--- config.mk ---
export PLATFORM = sky130hd
export DESIGN_NAME = imm_ram
export DESIGN_NICKNAME = d
export VERILOG_FILES = /design/src/hw/rtl/assert_macros.svh /design/src/hw/rtl/imm_ram.sv
export SDC_FILE = /design/constraint.sdc
export NUM_CORES = 2
export LEC_CHECK = 0
export BUFFER_PORTS_ARGS = -buffer_cell sky130_fd_sc_hd__buf_2
export CAP_MARGIN = 40
export CORE_UTILIZATION = 45
export DETAILED_ROUTE_END_ITERATION = 10
export GPL_TIMING_DRIVEN = 0
export SYNTH_ARGS = -nofsm -noshare
export SYNTH_HDL_FRONTEND = slang
export SYNTH_SLANG_ARGS = --single-unit
--- constraint.sdc ---
create_clock -name clk -period 3.2 [get_ports clk]
set_input_delay 0.16 -clock clk [delete_from_list [all_inputs] [get_ports clk]]
set_output_delay 0.16 -clock clk [all_outputs]
set_load 0.05 [all_outputs]
--- src/hw/rtl/assert_macros.svh ---
// ---------------------------------------------------------------------------
// assertion macros
// shared concurrent check forms, clocked on clk, off while rst_n is low
// ---------------------------------------------------------------------------
`ifndef ASSERT_MACROS_SVH
`define ASSERT_MACROS_SVH

// same-cycle implication
`define CHK_IMPL(label, ante, cons, msg) \
    label: assert property (@(posedge clk) disable iff (!rst_n) (ante) |-> (cons)) \
        else $error(msg);

// next-cycle implication
`define CHK_NEXT(label, ante, cons, msg) \
    label: assert property (@(posedge clk) disable iff (!rst_n) (ante) |=> (cons)) \
        else $error(msg);

`endif

--- src/hw/rtl/imm_ram.sv ---
// ---------------------------------------------------------------------------
// imm_ram
// generic single write port, single read port ram with registered read data
// ---------------------------------------------------------------------------
module imm_ram #(
    parameter int WIDTH = 32,
    parameter int DEPTH = 64
)(
    input  logic                     clk,
    input  logic                     we,
    input  logic [$clog2(DEPTH)-1:0] waddr,
    input  logic [WIDTH-1:0]         wdata,
    input  logic                     re,
    input  logic [$clog2(DEPTH)-1:0] raddr,
    output logic [WIDTH-1:0]         rdata
);

    logic [WIDTH-1:0] mem [DEPTH];
    logic [WIDTH-1:0] rdata_reg;

    always_ff @(posedge clk)
    begin
        if (we)
        begin
            mem[waddr] <= wdata;
        end
        if (re)
        begin
            rdata_reg <= mem[raddr];
        end
    end

    assign rdata = rdata_reg;

endmodule
# Word level (Yosys, flattened, before mapping)
# Memory sizes are Yosys's and may differ from the RTL's. A register that Yosys moved wholly into a read port is not among the register bits.
# Index checks and enable logic that the tools add are counted.
[op_classes]
n_lt_le_gt_ge = 0
n_mux = 2
n_div = 0
mul = 0
n_addsub = 0
reduce_logical = 0
eq_ne = 0
n_bitwise = 0
n_shift = 0
[ops]
columns = ["operator", "n"]
rows = [
  ["1-bit two-way mux", 2],
]
[word_totals]
romBits = 0
inputBits = 47
ff_bits = 0
mem_count = 1
latch_bits = 0
word_cells = 3
out_inout_bits = 32
mem_bits_rw = 2048
[mem_list]
columns = ["memory", "depth", "word_bits", "rd", "rd_clocked_by_memory_dff", "wr", "line_no", "source"]
rows = [
  ["mem", 64, 32, 1, 1, 1, "imm_ram.sv:18", "logic [WIDTH-1:0] mem [DEPTH];"],
]

# Longest topological paths before layout
[depth]
word_depth = 2
ltp_mapped = 10
ltp_nobuf = 5

# Worst setup path after synthesis
# No wires, ideal clock.
[synth_path]
path_type = "input -> register"
from = "in waddr[3]"
to = "mem mem[48][0] (enable)"
path_slack_ns = -0.120
path_buffers = 1
arrival_time_ns = 2.859
stages = 4
required_ns = 2.739
setup_time_ns = 0.461
cell_sequence = "clkbuf_1 > nor2b_1 > nand4b_1 > nor3_1"
[synth_lines]
columns = ["element", "line_no", "source"]
rows = [
  ["from (decl)", "imm_ram.sv:11", "input logic [$clog2(DEPTH)-1:0] waddr,"],
  ["to (decl)", "imm_ram.sv:18", ""],
]
# No word-level cell before the write port.

==> qor.yml <==
logic_synthesis:
  synth_most_common_cell: "edfxtp_1"
  ys.flop_type: "edfxtp_1"
  ys_types: 33
  syn_avg_cell_area_um2: 23.7
  synth.top_cell.area_share_pct: 79.2
  synthTopCellsByArea: "edfxtp_1, mux4_2, mux2i_1, o22ai_1, nor2_1"
  yosysTopAreaCell: "edfxtp_1"
  syn-num-nets: 3371
  synthCells: 3324
  synth_common_cells: "edfxtp_1, mux4_2, nor2_1"
  yosys_warnings: 0
  ys_async_sr_fraction_pct: 0
  ys_ff_latch: 2080
  synth_edf_count: 2080
  syn_area_um2: 78800
  seq_area_frac_synth_pct: 79.2
outcome:
  violations: "negative setup slack"
  status: "finished with violations"
floorplanning:
  coreArea_um2: 174000
  row_count: 153
  io_pins: 79
  start_util_pct: 45.3
  dieHeight_um: 421
  design.die.area_um2: 177000
  dieWidth_um: 421
cells_and_area:
  utilization_pct: 53.8
  final_layout_size_suffix_gt1_share_pct: 31.4
  fillers: 13009
  multi_input_area_um2: 16000
  area.growth.synth_to_final_pct: 18.7
  nets: 3882
  largest_reg_flops: 2048
  regArea_um2: 62500
route:
  wl_per_cell_um: 38.4
  drtIter0Drc: 6685
  drtPass1Iterations: 6
  totalWireLength_um: 243000
  vias_per_cell: 6.34
  drc_errors: 0
  antenna_left: 0
  dr_total_vias: 40169
worst_setup_path:
  end_kind: "register"
  crit_type: "in -> reg"
  worstPathRequired_ns: 3.83
  cp_common_cell: "buf_2"
  path_max_fanout: 10
  critical_path.startpoint_type: "input port"
  cp_data_arrival_time_ns: 3.90
  cp_cell_sequence: "buf_2 -> buf_2 -> buf_2 -> clkbuf_1 -> buf_2 -> mux2i_1 -> a21oi_1 -> a21oi_1 -> nor2_1"
  slowest_stage: "a21oi_1"
  cpPeakStageDelay_ns: 0.81
timing:
  relSlewSlack_pct: 33.5
  finalSetupViolations: 3
  worst_pin_slew_ns: 0.996
  hold_viol: 0
  fin_crit_ns: 3.27
  setup_ws_ns: -0.0714
  rsz0062_at_grt: "no"
  finalMaxSlewViolations: 0
  clock_skew_ns: 0.0667
  max_freq_mhz: 306
  period_share_pct: 102
place:
  globalplace.congestion: 0.880
  dpl_worst_slack_ns: -1.02
  dpl.hpwl_um: 166000
  port_buffers: 70
grt:
  first_global_vias: 38998
  grt_overflow: 0
  grt_start_max_net_pins: 65
  antenna_found_initial: 24
  grtUsageTotal_pct: 27.9
  grt_pass1_wl_um: 328000
clock_tree:
  path_clk_slew_ns: 0.07
  clockBufferDepth: 3
  root_buffer: "clkbuf_16"
  cts.sinks: 2080
  cts_tree: "built"
  clk_latency_ns: 0.88
  htreeDepth: 4
  numCtsBuffers: 206
power_and_ir_drop:
  power_leakage_nw: 29.3
  ir_worst_vdd_mv: 0.514
  power_density_nw_per_um2: 616
hold_path:
  hp-class: "in -> reg"
run:
  maxCapViolations: 0
worst max-delay path, delay by kind of cell:
kind            cells  cell delay (ns)
simple gates        1             0.28
buf+inv             5             2.30
mux                 1             0.22
compound gates      2             0.89
layout by cell type, fill, tap and decap left out, types with 26 or more instances in the layout:
cell type	netlist	final
dlygate4sd3_1	0	33
clkinv_1	0	51
a21oi_1	62	61
clkbuf_16	0	207
buf_2	57	125
o221ai_1	27	27
clkinv_2	0	38
buf_6	5	29
nand2_1	26	26
clkbuf_1	74	112
buf_4	25	32
nor2_4	0	62
mux2i_1	93	93
nor2_1	137	75
buf_8	0	32
mux4_2	544	544
buf_16	0	56
buf_12	0	84
o22ai_1	84	84
edfxtp_1	2080	2080
layout make-up:
class | instances | share of cell area [%]
Buffer | 182 | 0.951
Multi-Input combinational cell | 1062 | 17.1
Tap cell | 2325 | 3.11
Clock inverter | 126 | 1.37
Sequential cell | 2080 | 66.8
Timing Repair Buffer | 303 | 5.01
Clock buffer | 247 | 5.70
Antenna cell | 8 | 0.0214
power breakdown:
| group | total [mW] | leakage (nW) | switching, mW | internal (mW) |
|---|---|---|---|---|
| combinational | 3.56 | 7.35 | 2.36 | 1.19 |
| sequential | 30.3 | 18.7 | 0.0472 | 30.2 |
| clock | 23.8 | 3.23 | 10.5 | 13.3 |
| total | 57.6 | 29.3 | 12.9 | 44.7 |
routing by layer:
metal	wire length [um]	global-route usage, %	share of wire (%)	vias up
met4	12100	12.3	5.0	6
li1	-	-	-	15361
met1	93800	39.4	39	21690
met5	41	0	0.017	-
met3	25900	5.41	11	502
met2	112000	42.3	46	2610
cell families after synthesis:
group	share of synthesized area, %
flops	79.2
mux	16.7
simple gates	1.26
compound gates	1.67
buf+inv	1.12
worst paths after layout:
path                                             from                    end  slack, ns  cells past startpoint
worst min-delay path                               we  mem[39][18]$_DFFE_PP_       0.11                      3
worst min register to register  mem[29][20]$_DFFE_PP_    rdata[20]$_DFFE_PP_       1.11                      4
worst max-delay path                         raddr[1]    rdata[11]$_DFFE_PP_      -0.07                      9
worst max register to register  mem[18][21]$_DFFE_PP_    rdata[21]$_DFFE_PP_       0.45                      4
repair_timing:
item | in CTS | in global routing
setup endpoints to repair | 2 | 1
buffers inserted | 0 | 0
hold endpoints to repair | 1260 | 0
hold buffers | 33 | 0
resized for setup | 1 | 1
metrics by stage:
step	area [um2]	std cells	total power, mW	TNS [ns]	hold slack (ns)
global placement	82100	5719	34.1	-3740.06	0.702
finish	93600	6333	57.6	-0.160	0.111
detailed placement	86500	5912	34.3	-17.48	0.606
CTS	93500	6318	57.8	0	0.113
global route	93600	6329	58.9	0	0.0794
floorplan	78800	3324	32.5	0	0.259
Power figures use the tool's default switching activity.
